===== src/rtl/mp4bld_pkg.sv =====
// Shared types and constants for the MP4 box layout detector.
package mp4bld_pkg;

	typedef struct packed {
		logic [7:0] data_byte;
		logic       last_byte;
	} in_beat_t;

	typedef struct packed {
		logic       decided;
		logic [1:0] layout;
	} out_beat_t;

	localparam logic [1:0] LAYOUT_UNKNOWN     = 2'd0;
	localparam logic [1:0] LAYOUT_FRAGMENTED  = 2'd1;
	localparam logic [1:0] LAYOUT_REGULAR     = 2'd2;
	localparam logic [1:0] LAYOUT_LARGE_FRONT = 2'd3;

	localparam logic [31:0] TYPE_MOOV    = 32'h6D6F6F76;
	localparam logic [31:0] TYPE_MOOF    = 32'h6D6F6F66;
	localparam logic [31:0] TYPE_MDAT    = 32'h6D646174;
	localparam logic [31:0] PATTERN_MVEX = 32'h6D766578;

	localparam logic [4:0]  HOLD_BYTES      = 5'd16;
	localparam logic [31:0] THRESHOLD_RESET = 32'd2097152;

endpackage


===== src/rtl/mp4_box_layout_detector_top.sv =====
// Top level of the MP4 box layout detector: handshakes, threshold register, parser.
// Pipeline: an accepted input beat is held in the input register and feeds the parse logic,
// which loads its result into the result register when that register is free.
// Throughput: one byte per cycle, sustained while the output is not stalled.
// Reset: arst_n clears all parse state and pipeline valids and loads the large movie
// threshold with 2097152; the block is ready for bytes as soon as reset is released.
module mp4_box_layout_detector_top (
	input  logic                  clk,
	input  logic                  arst_n,
	input  logic                  in_valid,
	output logic                  in_stall,
	input  mp4bld_pkg::in_beat_t  in_data,
	output logic                  out_valid,
	input  logic                  out_stall,
	output mp4bld_pkg::out_beat_t out_data,
	input  logic                  cfg_valid,
	output logic                  cfg_ready,
	input  logic [31:0]           cfg_data
);
	import mp4bld_pkg::*;

	logic        valid_s1;
	in_beat_t    beat_s1;
	logic        out_valid_q;
	out_beat_t   out_q;
	logic [31:0] threshold_q;
	logic        out_free;
	logic        step;
	out_beat_t   result;

	// The result register can load when empty or when its beat leaves this cycle.
	assign out_free  = !out_valid_q || !out_stall;
	assign step      = valid_s1 && out_free;
	assign in_stall  = valid_s1 && !out_free;
	assign out_valid = out_valid_q;
	assign out_data  = out_q;
	assign cfg_ready = 1'b1;

	always_ff @(posedge clk or negedge arst_n) begin
		if (!arst_n) begin
			threshold_q <= THRESHOLD_RESET;
		end else if (cfg_valid && cfg_ready) begin
			threshold_q <= cfg_data;
		end
	end

	always_ff @(posedge clk or negedge arst_n) begin
		if (!arst_n) begin
			valid_s1 <= 1'b0;
		end else if (!in_stall) begin
			valid_s1 <= in_valid;
		end
	end

	always_ff @(posedge clk) begin
		if (in_valid && !in_stall) begin
			beat_s1 <= in_data;
		end
	end

	always_ff @(posedge clk or negedge arst_n) begin
		if (!arst_n) begin
			out_valid_q <= 1'b0;
		end else if (out_free) begin
			out_valid_q <= valid_s1;
		end
	end

	always_ff @(posedge clk) begin
		if (step) begin
			out_q <= result;
		end
	end

	mp4bld_parser u_parser (
		.clk       (clk),
		.arst_n    (arst_n),
		.step      (step),
		.beat      (beat_s1),
		.threshold (threshold_q),
		.result    (result)
	);

	a_last_decided: assert property (@(posedge clk) disable iff (!arst_n)
		step && beat_s1.last_byte |=> out_valid_q && out_q.decided)
		else $error("final byte of a buffer did not give a decided result");

	a_undecided_zero: assert property (@(posedge clk) disable iff (!arst_n)
		out_valid_q && !out_q.decided |-> out_q.layout == LAYOUT_UNKNOWN)
		else $error("undecided result carries a layout");

	a_no_drop: assert property (@(posedge clk) disable iff (!arst_n)
		valid_s1 && !out_free |=> valid_s1 && $stable(beat_s1))
		else $error("input stage beat lost while the result register was full");

endmodule


===== src/rtl/mp4bld_parser.sv =====
// Box header walker: parse state and the per-byte next-state and verdict logic.
module mp4bld_parser (
	input  logic                  clk,
	input  logic                  arst_n,
	input  logic                  step,
	input  mp4bld_pkg::in_beat_t  beat,
	input  logic [31:0]           threshold,
	output mp4bld_pkg::out_beat_t result
);
	import mp4bld_pkg::*;

	logic [3:0]  hdr_idx_q, hdr_idx_n;
	logic [63:0] box_size_q, box_size_n;
	logic [31:0] box_type_q, box_type_n;
	logic [63:0] left_q, left_n;
	logic        saw_movie_q, saw_movie_n;
	logic        in_movie_q, in_movie_n;
	logic [31:0] window_q, window_n;
	logic [2:0]  fill_q, fill_n;
	logic [1:0]  verdict_q, verdict_n;
	logic        fixed_q, fixed_n;
	logic [4:0]  seen_q, seen_n;

	always_comb begin
		logic [7:0]  b;
		logic [63:0] size_base;
		logic [63:0] body;
		logic        hit;
		logic        advance;
		logic        fin;
		logic        fin_long;
		logic        ready;

		b           = beat.data_byte;
		size_base   = '0;
		body        = '0;
		hit         = 1'b0;
		advance     = 1'b1;
		fin         = 1'b0;
		fin_long    = 1'b0;
		ready       = 1'b0;
		hdr_idx_n   = hdr_idx_q;
		box_size_n  = box_size_q;
		box_type_n  = box_type_q;
		left_n      = left_q;
		saw_movie_n = saw_movie_q;
		in_movie_n  = in_movie_q;
		window_n    = window_q;
		fill_n      = fill_q;
		verdict_n   = verdict_q;
		fixed_n     = fixed_q;
		seen_n      = (seen_q < HOLD_BYTES) ? seen_q + 5'd1 : seen_q;

		if (!fixed_q) begin
			if (left_q != 64'd0) begin
				// Body byte: skip it, scanning movie payload for the extends pattern.
				left_n = left_q - 64'd1;
				if (in_movie_q) begin
					window_n = {window_q[23:0], b};
					fill_n   = (fill_q < 3'd4) ? fill_q + 3'd1 : fill_q;
					if (fill_n >= 3'd4 && window_n == PATTERN_MVEX) begin
						fixed_n   = 1'b1;
						verdict_n = LAYOUT_FRAGMENTED;
						hit       = 1'b1;
					end
				end
				if (!hit && left_n == 64'd0) begin
					in_movie_n = 1'b0;
					fill_n     = 3'd0;
					window_n   = '0;
				end
			end else begin
				if (hdr_idx_q < 4'd4) begin
					size_base  = (hdr_idx_q == 4'd0) ? 64'd0 : box_size_q;
					box_size_n = {size_base[55:0], b};
					if (hdr_idx_q == 4'd3 && box_size_n != 64'd1 && box_size_n < 64'd8) begin
						fixed_n   = 1'b1;
						verdict_n = LAYOUT_UNKNOWN;
						advance   = 1'b0;
					end
				end else if (hdr_idx_q < 4'd8) begin
					box_type_n = {box_type_q[23:0], b};
					if (hdr_idx_q == 4'd7 && box_size_q != 64'd1) begin
						fin     = 1'b1;
						advance = 1'b0;
					end
				end else begin
					size_base  = (hdr_idx_q == 4'd8) ? 64'd0 : box_size_q;
					box_size_n = {size_base[55:0], b};
					if (hdr_idx_q == 4'd15) begin
						advance = 1'b0;
						if (box_size_n < 64'd16) begin
							fixed_n   = 1'b1;
							verdict_n = LAYOUT_UNKNOWN;
						end else begin
							fin      = 1'b1;
							fin_long = 1'b1;
						end
					end
				end
				if (advance) begin
					hdr_idx_n = hdr_idx_q + 4'd1;
				end
				if (fin) begin
					body       = box_size_n - (fin_long ? 64'd16 : 64'd8);
					hdr_idx_n  = 4'd0;
					in_movie_n = 1'b0;
					window_n   = '0;
					fill_n     = 3'd0;
					if (box_type_n == TYPE_MOOV) begin
						saw_movie_n = 1'b1;
						if (box_size_n >= {32'd0, threshold}) begin
							fixed_n   = 1'b1;
							verdict_n = LAYOUT_LARGE_FRONT;
						end else begin
							in_movie_n = (body != 64'd0);
							left_n     = body;
						end
					end else if (box_type_n == TYPE_MOOF) begin
						fixed_n   = 1'b1;
						verdict_n = saw_movie_q ? LAYOUT_FRAGMENTED : LAYOUT_REGULAR;
					end else if (box_type_n == TYPE_MDAT) begin
						fixed_n   = 1'b1;
						verdict_n = LAYOUT_REGULAR;
					end else begin
						left_n = body;
					end
				end
			end
		end

		ready          = fixed_n && (seen_n >= HOLD_BYTES);
		result.decided = beat.last_byte | ready;
		result.layout  = ready ? verdict_n : LAYOUT_UNKNOWN;

		// The final byte of a buffer returns the walker to offset zero.
		if (beat.last_byte) begin
			hdr_idx_n   = '0;
			box_size_n  = '0;
			box_type_n  = '0;
			left_n      = '0;
			saw_movie_n = 1'b0;
			in_movie_n  = 1'b0;
			window_n    = '0;
			fill_n      = '0;
			verdict_n   = LAYOUT_UNKNOWN;
			fixed_n     = 1'b0;
			seen_n      = '0;
		end
	end

	always_ff @(posedge clk or negedge arst_n) begin
		if (!arst_n) begin
			hdr_idx_q   <= '0;
			box_size_q  <= '0;
			box_type_q  <= '0;
			left_q      <= '0;
			saw_movie_q <= 1'b0;
			in_movie_q  <= 1'b0;
			window_q    <= '0;
			fill_q      <= '0;
			verdict_q   <= LAYOUT_UNKNOWN;
			fixed_q     <= 1'b0;
			seen_q      <= '0;
		end else if (step) begin
			hdr_idx_q   <= hdr_idx_n;
			box_size_q  <= box_size_n;
			box_type_q  <= box_type_n;
			left_q      <= left_n;
			saw_movie_q <= saw_movie_n;
			in_movie_q  <= in_movie_n;
			window_q    <= window_n;
			fill_q      <= fill_n;
			verdict_q   <= verdict_n;
			fixed_q     <= fixed_n;
			seen_q      <= seen_n;
		end
	end

	a_seen_sat: assert property (@(posedge clk) disable iff (!arst_n)
		seen_q <= HOLD_BYTES)
		else $error("byte counter ran past the hold count");

	a_fill_max: assert property (@(posedge clk) disable iff (!arst_n)
		fill_q <= 3'd4)
		else $error("payload window fill out of range");

	a_body_hdr: assert property (@(posedge clk) disable iff (!arst_n)
		left_q != 64'd0 |-> hdr_idx_q == 4'd0)
		else $error("header position moved while inside a box body");

	a_movie_left: assert property (@(posedge clk) disable iff (!arst_n)
		in_movie_q && !fixed_q |-> left_q != 64'd0)
		else $error("movie payload scan active with no body bytes left");

	a_verdict_hold: assert property (@(posedge clk) disable iff (!arst_n)
		step && fixed_q && !beat.last_byte |=> fixed_q && $stable(verdict_q))
		else $error("fixed verdict changed before the end of the buffer");

endmodule

===== config.mk =====
export PLATFORM = sky130hd
export DESIGN_NAME = mp4_box_layout_detector_top
export DESIGN_NICKNAME = d
export VERILOG_FILES = /design/src/rtl/mp4bld_pkg.sv /design/src/rtl/mp4_box_layout_detector_top.sv /design/src/rtl/mp4bld_parser.sv
export SDC_FILE = /design/constraint.sdc
export NUM_CORES = 1
export LEC_CHECK = 0
export BUFFER_PORTS_ARGS = -buffer_cell sky130_fd_sc_hd__buf_2
export CORE_ASPECT_RATIO = 0.75
export CORE_MARGIN = 2
export CORE_UTILIZATION = 60
export DETAILED_ROUTE_END_ITERATION = 6
export GPL_TIMING_DRIVEN = 0
export PLACE_DENSITY = 0.74
export SLEW_MARGIN = 20
export SYNTH_ARGS = -nofsm -noshare
export SYNTH_HDL_FRONTEND = slang
export SYNTH_SLANG_ARGS = --single-unit

===== constraint.sdc =====
create_clock -name clk -period 12.3 [get_ports clk]
set_clock_uncertainty 0.1 [all_clocks]
set_input_delay 1.845 -clock clk [delete_from_list [all_inputs] [get_ports clk]]
set_output_delay 1.845 -clock clk [all_outputs]
set_load 0.1 [all_outputs]

# --- Yosys cells after proc, flatten, opt, wreduce, memory -nomap -nowiden ---
# Index checks and enable logic that the tools add are counted.
totals:
  regBits: 247
  inputBits: 46
classes:
  addsub: 5
  magnitude_cmp: 9
  eq_ne: 17
  mux: 108
  bitwise_logic: 1
  reduce_logical: 29
op_table:
  columns: ["op", "n"]
  rows:
  - ["64-bit 2-to-1 mux", 15]
  - ["32-bit 2-to-1 mux", 7]
  - ["24-bit 2-to-1 mux", 6]
  - ["32-bit by 31-bit equality test with 1-bit output, second input constant", 4]
  - ["64-bit by 1-bit != test with 1-bit output, second input constant", 2]
  - ["64-bit nonzero test", 2]
  - ["56-bit 2-to-1 mux", 2]
  - ["64-bit by 32-bit >= comparator with 1-bit output", 1]
  - ["64-bit zero test", 1]
  - ["64-bit by 4-bit less-than comparator with 1-bit output, second input constant", 1]
  - ["64-bit by 5-bit less-than comparator with 1-bit output, second input constant", 1]
  - ["64-bit by 1-bit subtractor with 64-bit output, second input constant", 1]
  - ["64-bit subtractor", 1]
  - ["1-bit 2-to-1 mux", 47]
  - ["2-bit 2-to-1 mux", 16]
  - ["3-bit 2-to-1 mux", 7]
  - ["4-bit 2-to-1 mux", 5]
  - ["5-bit 2-to-1 mux", 3]
  - ["4-bit AND reduction", 3]
  - ["1-bit logical AND", 9]
  - ["4-bit equality test, second input constant", 2]
  - ["4-bit by 2-bit != test with 1-bit output, second input constant", 2]
  - ["4-bit by 3-bit != test with 1-bit output, second input constant", 2]
  - ["6-bit AND reduction", 1]
  - ["other kinds (21)", 28]

# --- Longest topological paths before layout ---
# Gate-level depths: netlist of the first run.
logic_depth:
  ltp_word: 18
  mapped_depth: 22

# --- Cells and area by module ---
# A second synthesis of the first run with hierarchy kept.
unflattened:
  cells_unflattened: 1842
  area_unflattened_um2: 16320.7
by_module_without_submodules:
  columns: ["mod", "n_inst", "cells_each", "area_per_inst_um2"]
  rows:
  - ["mp4bld_parser", 1, 1752, 14516.4]
  - ["mp4_box_layout_detector_top", 1, 90, 1804.2]

# --- Worst setup path before layout of the first run ---
# OpenSTA, ideal clock, no wires.
synth_timing:
  path_type: "reg2reg"
  start: "reg u_parser.hdr_idx_q[2]"
  end: "reg u_parser.in_movie_q"
  setup_ns: 0.125
  arrival_ns: 5.326
  path_slack_ns: 6.750
  stages_incl_launch_ff: 21
  path_buffers: 6
  period_less_slack_ns: 5.550
  path_cell_list: "dfrtp_1 > buf_2 > buf_1 > clkbuf_1 > clkbuf_1 > buf_1 > nand3_1 > a21o_1 > ha_1 > nor2b_1 > a2111oi_2 > nand2_1 > or3_1 > buf_2 > o32a_1 > o32ai_1 > nand4b_1 > or4_1 > nor4_1 > a41oi_1 > mux2_2"
synth_via:
  elab_chain_len: 18
  elab_cells_between_ends: 42
synth_rtl:
  columns: ["item", "line", "source"]
  rows:
  - ["from (decl)", "mp4bld_parser.sv:12", "logic [3:0] hdr_idx_q, hdr_idx_n;"]
  - ["from (signal assigned)", "mp4bld_parser.sv:166", "hdr_idx_q <= hdr_idx_n;"]
  - ["4-bit equality test", "mp4bld_parser.sv:88", "size_base = (hdr_idx_q == 4'd8) ? 64'd0 : box_size_q;"]
  - ["56-bit 2-to-1 mux", "mp4bld_parser.sv:88", null]
  - ["64-bit by 5-bit less-than comparator with 1-bit output", "mp4bld_parser.sv:92", "if (box_size_n < 64'd16) begin"]
  - ["1-bit 2-to-1 mux", "mp4bld_parser.sv:92", null]
  - ["1-bit 2-to-1 mux", "mp4bld_parser.sv:90", "if (hdr_idx_q == 4'd15) begin"]
  - ["1-bit 2-to-1 mux", "mp4bld_parser.sv:81", "end else if (hdr_idx_q < 4'd8) begin"]
  - ["1-bit 2-to-1 mux", "mp4bld_parser.sv:73", "if (hdr_idx_q < 4'd4) begin"]
  - ["1-bit 2-to-1 mux", "mp4bld_parser.sv:55", "if (left_q != 64'd0) begin"]
  - ["[2 not listed]", null, null]
  - ["64-bit subtractor", "mp4bld_parser.sv:105", "body = box_size_n - (fin_long ? 64'd16 : 64'd8);"]
  - ["64-bit nonzero test", "mp4bld_parser.sv:116", "in_movie_n = (body != 64'd0);"]
  - ["1-bit 2-to-1 mux", "mp4bld_parser.sv:112", "if (box_size_n >= {32'd0, threshold}) begin"]
  - ["1-bit 2-to-1 mux", "mp4bld_parser.sv:110", "if (box_type_n == TYPE_MOOV) begin"]
  - ["1-bit 2-to-1 mux", "mp4bld_parser.sv:104", "if (fin) begin"]
  - ["1-bit 2-to-1 mux", "mp4bld_parser.sv:55", null]
  - ["1-bit 2-to-1 mux", "mp4bld_parser.sv:54", "if (!fixed_q) begin"]
  - ["1-bit 2-to-1 mux", "mp4bld_parser.sv:137", "if (beat.last_byte) begin"]
  - ["to (signal assigned)", "mp4bld_parser.sv:171", "in_movie_q <= in_movie_n;"]
  - ["to (decl)", "mp4bld_parser.sv:17", "logic in_movie_q, in_movie_n;"]
# Several ways; a longest one is shown, not always the timed one. The select of a mux whose other input is x is not followed.
# A chain may end at the register's enable or synchronous reset.

# --- Worst setup path in the final report of the first run ---
# Ends and elaborated chain as after synthesis.

==> flow_metrics.tcl, run 1 <==
set metrics [dict create \
    rsz0062_at_grt "no" \
    die_h_um 146.7 \
    cp_max_fo 10 \
    clk_pin_slew_ps 70 \
    slowest_stage "nor4_1" \
    cts_buffers 26 \
    cts_buffer_depth 3 \
    syn2layout_area_growth_pct 10.24 \
    finalSetupViolCount 0 \
    slew_headroom_pct 20.91 \
    nNetsFinal 2033 \
    outcome "finished clean" \
    synth-seq-area-share_pct 38.34 \
    fin_setup_tns_ps 0 \
    critPathCapture "u_parser.in_movie_q" \
    htreeDepth 1 \
    reg2reg_from "u_parser.hdr_idx_q[2]" \
    hold_viol 0 \
    cts_resized 0 \
    synth_area_per_cell_um2 8.720 \
    critPathArrivalTime_ps 8970 \
    leakage_nw 8.166 \
    synth_nets 1954 \
    cts-root-buf "clkbuf_16" \
    syn_area_um2 16280 \
    drc 0 \
    slew_violations 0 \
    cts_setup_buffers 0 \
    clock_latency_ps 570 \
    die_area_um2 28480 \
    wire_per_inst_um 26.35 \
    critical_path_required_ps 12650 \
    startpoint "u_parser.hdr_idx_q[2]" \
    drive_gt1_share_pct 11.24 \
    yosysTopAreaCellShare_pct 35.97 \
    ys.flop_type "dfrtp_1" \
    grt_pass1_vias 15320 \
    drtPass1Iterations 7 \
    r2r_setup_slack_ps 3680 \
    clock-sinks 247 \
    ys_types 84 \
    min_period_over_period_pct 70.05 \
    vdd_drop_max_mv 0.1554 \
    max_freq_mhz 116.1 \
    max_stage_delay_ps 1000 \
    synth.yosys.warnings 0 \
    drv_cap 0 \
    dieWidth_um 194.2 \
    synth-edff-count 12 \
    grt_usage_pct 42.84 \
    synth-async-reset-ratio_pct 95.14 \
    yosys.area.top_type "dfrtp_1" \
    initial_utilization_pct 60.74 \
    place_area_um2 17030 \
    worst-setup-path-type "register to register" \
    synthCells 1867 \
    r2r_cells 19 \
    antenna_found_initial 3 \
    ys_top_cells_by_area "dfrtp_1 36%, a22o_1 6.9%, o21ai_0 6.0%" \
    synth_common_cells "234 x dfrtp_1, 194 x o21ai_0, 184 x nand2_1" \
    cp-end-kind "register" \
    period_needed_ps 8616 \
    yosysMostFrequentCell "dfrtp_1" \
    final_cell_area_um2 17950 \
    grt_start_max_net_pins 97 \
    power_density_nw_per_um2 219.8 \
    boundaryPins 52 \
    place.gp.congestion 1.044 \
    dp_hpwl_um 45420 \
    rows 52 \
    portBuffers 49 \
    totalWireLength_um 61100 \
    holdBufCountCts 0 \
    coreArea_um2 26810 \
    startpoint_type "register" \
    crit_chain "buf_2 > buf_1 > clkbuf_1 > clkbuf_1 > buf_1 > nand3_1 > a21o_1 > ha_1 > nor2b_1 > a2111oi_2 > nand2_1 > or3_1 > nor4_4 > nand2_1 > xor2_1 > nand4b_1 > nor4_1 > a41oi_1 > mux2_2" \
    synth-seq-cells 247 \
    cts_tree "yes" \
    gr-total-overflow 0 \
    postRouteAntennaNets 0 \
    hold_path.class "register to register" \
    grt_pass1_wl_um 93570 \
    dr_total_vias 16430 \
    tightest_slew_ps 1175 \
    drt-initial-drc-count 2270 \
    via_per_inst 7.086 \
    timing.rr.end "u_parser.in_movie_q" \
]
==> critical path, delay by kind of cell (launching register included) <==
| kind | cells | cell delay, ps |
|---|---|---|
| and+or+nand+nor | 8 | 3220 |
| buffers and inverters | 5 | 2460 |
| AOI/OAI and AO/OA | 3 | 1320 |
| xor gates and xnor gates | 1 | 440 |
| muxes | 1 | 350 |
| DFF | 1 | 330 |
| adders and majority gates | 1 | 270 |
==> cells in the final DEF, fill, tap and decap left out, types with 53 or more instances in the layout <==
master,n
dfrtp_1,234
o21ai_0,194
nand2_1,184
nor2_1,142
a22o_1,129
a21oi_1,93
clkbuf_1,90
nor3_1,74
buf_2,65
inv_1,63
nor4_1,53
==> metal layers <==
| layer | share of wire (%) | track usage [%] | wire length, um |
|---|---|---|---|
| met2 | 40 | 58.47 | 24360 |
| met5 | 0 | 1.178 | 0 |
| met1 | 41 | 62.56 | 25020 |
| met3 | 15 | 14.65 | 9222 |
| met4 | 4.1 | 15.42 | 2488 |
==> area by class of cell <==
class / count / area (um^2)
Antenna cell: 2 / 5.005
Fill cell: 2254 / 8857
Tap cell: 351 / 439.2
Inverter: 66 / 247.7
Clock inverter: 17 / 227.7
Buffer: 116 / 491.7
Sequential cell: 247 / 6242
Clock buffer: 31 / 679.4
Timing Repair Buffer: 51 / 310.3
Multi-Input combinational cell: 1438 / 9305
==> kinds of logic (layout without fill, tap and decap cells) <==
family	after synthesis	count (layout)	share of synthesized area [%]
and+or+nand+nor	703	703	22.70
AOI/OAI and AO/OA	548	548	22.39
DFF	247	247	38.34
buffers and inverters	182	281	4.542
xor gates and xnor gates	77	77	4.142
muxes	68	68	4.657
adders and majority gates	41	41	3.197
other	1	3	0.02303
==> report_power, final <==
| group | switching (mW) | leakage, nW | total (mW) | internal (mW) |
|---|---|---|---|---|
| clock | 0.363 | 0.446 | 0.864 | 0.501 |
| combinational | 1.40 | 4.42 | 2.03 | 0.633 |
| sequential | 0.133 | 3.30 | 1.05 | 0.919 |
| total | 1.89 | 8.17 | 3.95 | 2.05 |
==> state kept, by name, indices dropped and copies added, names as in the netlist <==
signal and flops:
u_parser.fixed_q 1, out_valid 1, u_parser.in_movie_q 1, beat_s1 9, u_parser.fill_q 3, u_parser.hdr_idx_q 4
out_data 3, threshold_q 32, u_parser.verdict_q 2, u_parser.box_type_q 32, u_parser.left_q 64, u_parser.box_size_q 64
valid_s1 1, u_parser.seen_q 5, u_parser.window_q 24, u_parser.saw_movie_q 1
==> worst min path at each step <==
stage	endpoint	cells after the start	slack [ps]	from
2_1_floorplan	u_parser.verdict_q[0]	2	350	u_parser.verdict_q[0]
3_3_place_gp	u_parser.verdict_q[0]	2	370	u_parser.verdict_q[0]
3_5_place_dp	u_parser.verdict_q[0]	2	380	u_parser.verdict_q[0]
4_1_cts	u_parser.verdict_q[0]	2	390	u_parser.verdict_q[0]
5_1_grt	u_parser.window_q[22]	1	420	u_parser.window_q[22]
6_report	u_parser.window_q[19]	1	390	u_parser.window_q[19]
==> per-stage QoR <==
stage               setup WS [ps]  utilization, %  hold slack (ps)  power (mW)  instances
finish                       3684           66.96            391.9       3.945       2319
global route                 3587           66.94            420.9       4.115       2317
CTS                          4284           66.92            392.1       3.831       2317
detailed placement           4330           63.53            377.8       2.966       2269
global placement             4322           63.29            369.2       2.945       2267
floorplan                    6750               -            354.9       2.333       1867
No activity file was read; power rests on OpenSTA's default activity.
==> inputs of run 2 (changes only) <==
--- a/config.mk
+++ b/config.mk
@@ -8,7 +8,7 @@
 export BUFFER_PORTS_ARGS = -buffer_cell sky130_fd_sc_hd__buf_2
 export CORE_ASPECT_RATIO = 0.75
 export CORE_MARGIN = 2
-export CORE_UTILIZATION = 60
+export CORE_UTILIZATION = 57
 export DETAILED_ROUTE_END_ITERATION = 6
 export GPL_TIMING_DRIVEN = 0
 export PLACE_DENSITY = 0.74
==> constraint.sdc (replaced) <==
create_clock -name clk -period 7.32 [get_ports clk]
set_clock_uncertainty 0.1 [all_clocks]
set_input_delay 1.098 -clock clk [delete_from_list [all_inputs] [get_ports clk]]
set_output_delay 1.098 -clock clk [all_outputs]
set_load 0.1 [all_outputs]
==> flow_metrics.tcl, run 2 (synthesis gave the netlist of run 1 again) <==
set metrics [dict create \
    outcome "finished clean" \
    cts_buffer_depth 3 \
    cts_tree "yes" \
    r2r_cells 21 \
    critPathArrivalTime_ps 7400 \
    leakage_nw 8.217 \
    drtPass1Iterations 7 \
    vdd_drop_max_mv 0.2834 \
    reg2reg_from "u_parser.hdr_idx_q[2]" \
    antenna_found_initial 1 \
    slowest_stage "or4_1" \
    period_needed_ps 7045 \
    grt_usage_pct 41.92 \
    die_h_um 150.4 \
    grt_pass1_vias 15010 \
    fin_setup_tns_ps 0 \
    grt_start_max_net_pins 84 \
    syn2layout_area_growth_pct 10.97 \
    met3_usage_pct 13.69 \
    holdBufCountCts 0 \
    slew_headroom_pct 27.04 \
    cp_max_fo 10 \
    startpoint_type "register" \
    critical_path_required_ps 7680 \
    dieWidth_um 199.2 \
    rsz0062_at_grt "no" \
    dr_total_vias 16320 \
    totalWireLength_um 62200 \
    nNetsFinal 2038 \
    final_cell_area_um2 18070 \
    reg_top3 "u_parser.box_size_q x64, u_parser.left_q x64" \
    final_cell_mix "234 x dfrtp_1, 194 x o21ai_0, 184 x nand2_1, 142 x nor2_1, 129 x a22o_1" \
    place_area_um2 17070 \
    grt-busiest-layer "met1" \
    fillCellCount 2387 \
    htreeDepth 1 \
    hold_path.class "primary input to asynchronous set/reset pin" \
    dp_hpwl_um 46230 \
    boundaryPins 52 \
    coreArea_um2 28050 \
    slew_violations 0 \
    rows 53 \
    initial_utilization_pct 58.04 \
    drv_cap 0 \
    grt_pass1_wl_um 93870 \
    global_route.usage.met1_pct 61.45 \
    tightest_slew_ps 1094 \
    r2r_setup_slack_ps 280 \
    grtUsageMet2_pct 59.23 \
    clk_pin_slew_ps 70 \
    timing.rr.end "u_parser.in_movie_q" \
    crit_chain "buf_2 > clkbuf_2 > clkbuf_2 > clkbuf_2 > clkbuf_2 > nand3_1 > a21o_1 > inv_1 > fa_1 > inv_1 > a211o_1 > or4_1 > clkbuf_1 > or4_1 > nor4b_1 > xor2_1 > nand4b_1 > or4_1 > nor4_2 > a41oi_1 > mux2_2" \
    cts-root-buf "clkbuf_16" \
    clock_latency_ps 580 \
    worst-setup-path-type "register to register" \
    gr-total-overflow 0 \
    max_stage_delay_ps 530 \
    wire_per_inst_um 26.39 \
    postRouteAntennaNets 0 \
    min_period_over_period_pct 96.24 \
    portBuffers 49 \
    cts_buffers 27 \
    drc 0 \
    place.gp.congestion 1.016 \
    drt-initial-drc-count 2489 \
    finalSetupViolCount 0 \
    via_per_inst 6.923 \
    final_common_cell "dfrtp_1" \
    power_density_nw_per_um2 366.6 \
    cp-end-kind "register" \
    drive_gt1_share_pct 11.92 \
    clock-sinks 247 \
    die_area_um2 29940 \
    hold_viol 0 \
    max_freq_mhz 141.9 \
    crit_top_cell "clkbuf_2" \
]
==> run 2: cell types whose count changed in the layout (fill, tap and decap cells not counted), moves of 2 or more <==
cell / previous run / this run
clkbuf_1: 90 / 86
clkbuf_8: 1 / 5
clkinv_2: 8 / 6
clkbuf_2: 1 / 8
buf_4: 3 / 7
buf_1: 6 / 4
bufinv_16: 5 / 3
==> run 2: area by class of cell <==
type | instances | area (um^2) | area share, %
Clock inverter | 12 | 155.1 | 0.8587
Tap cell | 385 | 481.7 | 2.666
Multi-Input combinational cell | 1438 | 9334 | 51.66
Timing Repair Buffer | 55 | 340.3 | 1.884
Antenna cell | 1 | 2.502 | 0.01385
Buffer | 116 | 500.5 | 2.770
Clock buffer | 37 | 763.2 | 4.224
Inverter | 66 | 247.7 | 1.371
Sequential cell | 247 | 6242 | 34.55
==> run 2: metal layers <==
metal	part of all wire (%)	vias to the layer above
met5	0	-
met4	3.0	0
met3	14	140
met2	41	1125
met1	42	7933
li1	-	7120
==> run 2: how the worst max path moves through the flow <==
| stage | startpoint | end | slack (ps) | depth (start not counted) |
|---|---|---|---|---|
| 6_report | u_parser.hdr_idx_q[2] | u_parser.in_movie_q | 280 | 21 |
| 3_3_place_gp | u_parser.hdr_idx_q[2] | u_parser.in_movie_q | -660 | 19 |
| 3_5_place_dp | u_parser.hdr_idx_q[2] | u_parser.in_movie_q | -710 | 19 |
| 5_1_grt | u_parser.hdr_idx_q[0] | u_parser.left_q[50] | 70 | 19 |
| 4_1_cts | u_parser.hdr_idx_q[2] | u_parser.in_movie_q | 10 | 19 |
| 2_1_floorplan | u_parser.hdr_idx_q[2] | u_parser.in_movie_q | 1770 | 20 |
==> run 2: metrics by stage <==
stage / hold WS, ps / std cells / setup WS (ps) / power [mW] / utilization (%)
finish: 396.7 / 2357 / 275.1 / 6.624 / 64.41
global route: 410.0 / 2356 / 68.43 / 6.904 / 64.40
CTS: 393.4 / 2352 / 10.47 / 6.406 / 64.21
detailed placement: 374.5 / 2303 / -712.6 / 4.942 / 60.86
global placement: 371.4 / 2301 / -657.9 / 4.904 / 60.63
floorplan: 354.9 / 1867 / 1770 / 3.920 / -
==> run 2: power breakdown <==
part	leakage (nW)	switching, mW	internal (mW)	total [mW]
combinational	4.47	2.31	1.09	3.40
sequential	3.30	0.218	1.54	1.76
clock	0.451	0.620	0.838	1.46
==> run 2: critical path: cells and delay by family, from the launching register on <==
kind / cells / cell delay, ps
fa+ha+maj: 1 / 320
simple gates: 7 / 2670
flops: 1 / 320
compound gates: 3 / 880
mux: 1 / 340
buf+inv: 8 / 2060
xor+xnor: 1 / 200
==> run 2: timing repair <==
| item | 4_1_cts | 5_1_grt |
|---|---|---|
| pin swaps | 0 | 1 |
| setup buffers | 0 | 4 |
| gates resized for setup | 3 | 11 |
| endpoints found under the setup margin | 1 | 16 |
==> inputs of run 3 (changes only) <==
--- a/config.mk
+++ b/config.mk
@@ -15,4 +15,5 @@
 export SLEW_MARGIN = 20
 export SYNTH_ARGS = -nofsm -noshare
 export SYNTH_HDL_FRONTEND = slang
+export SYNTH_HIERARCHICAL = 1
 export SYNTH_SLANG_ARGS = --single-unit
==> flow_metrics.tcl, run 3 <==
set metrics [dict create \
    syn_area_um2 16320 \
    coreArea_um2 28120 \
    via_per_inst 6.831 \
    antenna_found_initial 1 \
    vdd_drop_max_mv 0.1911 \
    yosysMostFrequentCell "dfrtp_1" \
    final_cell_mix "234 x dfrtp_1, 182 x o21ai_0, 135 x nand2_1, 128 x nor2_1, 95 x a21oi_1" \
    min_period_over_period_pct 96.63 \
    power.switching_mw 2.858 \
    r2r_setup_slack_ps 250 \
    startpoint_type "register" \
    postRouteAntennaNets 0 \
    cts_buffer_depth 3 \
    clk_pin_slew_ps 70 \
    synth_area_per_cell_um2 8.860 \
    multi_input_area_um2 9228 \
    synth-seq-area-share_pct 38.25 \
    max_stage_delay_ps 750 \
    wire_per_inst_um 24.79 \
    dp_hpwl_um 43230 \
    drtPass1Iterations 6 \
    synth.yosys.warnings 6 \
    antenna_cells 0 \
    crit_chain "inv_1 > ha_1 > nor2_1 > buf_2 > buf_2 > clkbuf_1 > a22oi_1 > inv_1 > ha_1 > and4_1 > nand4_1 > nor3_1 > nand2_1 > a31oi_1 > or4_1 > o21ai_1 > o41a_1 > nand2b_1 > clkbuf_1 > clkbuf_1 > o21ai_0" \
    power_density_nw_per_um2 344.5 \
    synth-seq-cells 247 \
    rows 53 \
    p_int_mw 3.411 \
    drc 0 \
    slew_headroom_pct 25.03 \
    startpoint "u_parser/hdr_idx_q[0]" \
    drt-initial-drc-count 2166 \
    max_freq_mhz 141.4 \
    nNetsFinal 2013 \
    fin_setup_tns_ps 0 \
    slowest_stage "clkbuf_1" \
    synth-edff-count 12 \
    totalWireLength_um 57790 \
    tightest_slew_ps 1116 \
    cts_buffers 27 \
    hold_path.class "primary input to asynchronous set/reset pin" \
    rsz0062_at_grt "no" \
    yosys.area.top_type "dfrtp_1" \
    place.gp.congestion 0.9888 \
    cp-end-kind "register" \
    synth-async-reset-ratio_pct 95.14 \
    dr_total_vias 15920 \
    die_area_um2 30020 \
    ys.flop_type "dfrtp_1" \
    syn2layout_area_growth_pct 11.49 \
    fillCellCount 2392 \
    leakage_nw 8.350 \
    die_h_um 150.5 \
    boundaryPins 52 \
    initial_utilization_pct 58.05 \
    htreeDepth 1 \
    cts_tree "yes" \
    holdBufCountCts 0 \
    portBuffers 49 \
    r2r_cells 21 \
    critPathArrivalTime_ps 7370 \
    critical_path_required_ps 7610 \
    dieWidth_um 199.4 \
    combPwrFrac_pct 46.4 \
    clock_latency_ps 570 \
    cp_max_fo 10 \
    reg2reg_from "u_parser/hdr_idx_q[0]" \
    synth_common_cells "234 x dfrtp_1, 182 x o21ai_0, 135 x nand2_1" \
    routed.top_layer "met4" \
    cp.buffers_inverters 7 \
    ys_types 81 \
    power_frac_clock_pct 25.2 \
    grt_pass1_vias 14890 \
    switching_share_pct 45.59 \
    hold_viol 0 \
    crit_cells 21 \
    grt_start_max_net_pins 74 \
    outcome "finished clean" \
    drive_gt1_share_pct 11.77 \
    wl_met1_um 24390 \
    seqCellArea_um2 6242 \
    final_util_pct 64.72 \
    ys_top_cells_by_area "dfrtp_1 36%, o21ai_0 5.6%, a22o_1 3.5%" \
    synth_nets 1930 \
    slew_violations 0 \
    reg_top3 "u_parser/box_size_q x64, u_parser/left_q x64" \
    critPathTopFamily "buffers and inverters" \
    final_common_cell "dfrtp_1" \
    clock-sinks 247 \
    critPathCapture "u_parser/left_q[6]" \
    wl_met2_um 23750 \
    grt_pass1_wl_um 89000 \
    routed-wl-met3_um 7806 \
    crit_top_cell "clkbuf_1" \
    cts-root-buf "clkbuf_16" \
    yosysTopAreaCellShare_pct 35.88 \
    grt_usage_pct 39.15 \
    p_seq_share_pct 28.4 \
    drv_cap 0 \
    worst-setup-path-type "register to register" \
    gr-total-overflow 0 \
    period_needed_ps 7073 \
    finalSetupViolCount 0 \
    timing.rr.end "u_parser/left_q[6]" \
    synthCells 1842 \
]
## run 3: metrics by stage
| step | std cells | power [mW] | hold WS (ps) | area (um^2) | setup WS, ps |
|---|---|---|---|---|---|
| finish | 2331 | 6.269 | 316.6 | 18200 | 246.7 |
| global route | 2331 | 6.568 | 340.6 | 18200 | 81.34 |
| CTS | 2331 | 6.115 | 321.7 | 18180 | 478.9 |
| detailed placement | 2281 | 4.533 | 369.1 | 17170 | 526.0 |
| global placement | 2276 | 4.490 | 361.2 | 17050 | 22.15 |
| floorplan | 1842 | 3.634 | 343.4 | 16320 | 2381 |
## run 3: what timing repair did
item | in CTS | in global routing
setup endpoints to repair | 0 | 11
resized for setup | 0 | 2
buffers inserted | 0 | 0
## run 3: worst reg2reg max path: stages, from the launching register on
cell	delay, ps
dfrtp_1	420
inv_1	60
ha_1	220
nor2_1	170
buf_2	270
buf_2	330
clkbuf_1	470
a22oi_1	330
inv_1	230
ha_1	170
and4_1	240
nand4_1	170
nor3_1	490
nand2_1	190
a31oi_1	320
or4_1	290
o21ai_1	170
o41a_1	440
nand2b_1	270
clkbuf_1	580
clkbuf_1	760
o21ai_0	210
## run 3: area by class of cell
cell class                 count  share of cell area [%]
multi-input combinational   1390                   50.71
sequential                   247                   34.31
clock buffer                  36                   4.346
buffer                       112                   2.895
tap                          385                   2.647
timing repair buffer          54                   1.925
inverter                      93                   1.918
clock inverter                14                   1.251
## run 3: cells by family (layout without fill, tap and decap cells)
family | after synthesis | after routing | share of synthesized area [%]
xor gates and xnor gates | 53 | 53 | 2.844
DFF | 247 | 247 | 38.25
adders and majority gates | 42 | 42 | 3.266
AOI/OAI and AO/OA | 536 | 536 | 21.09
buffers and inverters | 205 | 309 | 5.367
muxes | 102 | 102 | 7.666
other | 1 | 1 | 0.02298
and+or+nand+nor | 656 | 656 | 21.50
## run 3: per-layer routing
layer | vias up | GRT usage (%)
li1 | 7057 | -
met1 | 7803 | 55.43
met2 | 943 | 55.64
met3 | 120 | 14.22
met4 | 0 | 12.15
met5 | - | 0
## run 3: how the worst min path moves through the flow
stage               cells after the start  startpoint                 endpoint  slack, ps
finish                                  1      arst_n  u_parser/box_type_q[28]        320
floorplan                               1    valid_s1                out_valid        340
global route                            1      arst_n  u_parser/box_type_q[27]        340
detailed placement                      1    valid_s1                out_valid        370
CTS                                     1      arst_n  u_parser/box_type_q[28]        320
global placement                        1    valid_s1                out_valid        360
## run 3: power by group through the flow
stage | Clock [mW] | Sequential [mW] | Combinational, mW
2_1_floorplan | 0 | 1.72 | 1.91
3_3_place_gp | 0 | 1.78 | 2.71
3_5_place_dp | 0 | 1.79 | 2.74
4_1_cts | 1.59 | 1.77 | 2.76
5_1_grt | 1.65 | 1.80 | 3.12
6_report | 1.58 | 1.78 | 2.91
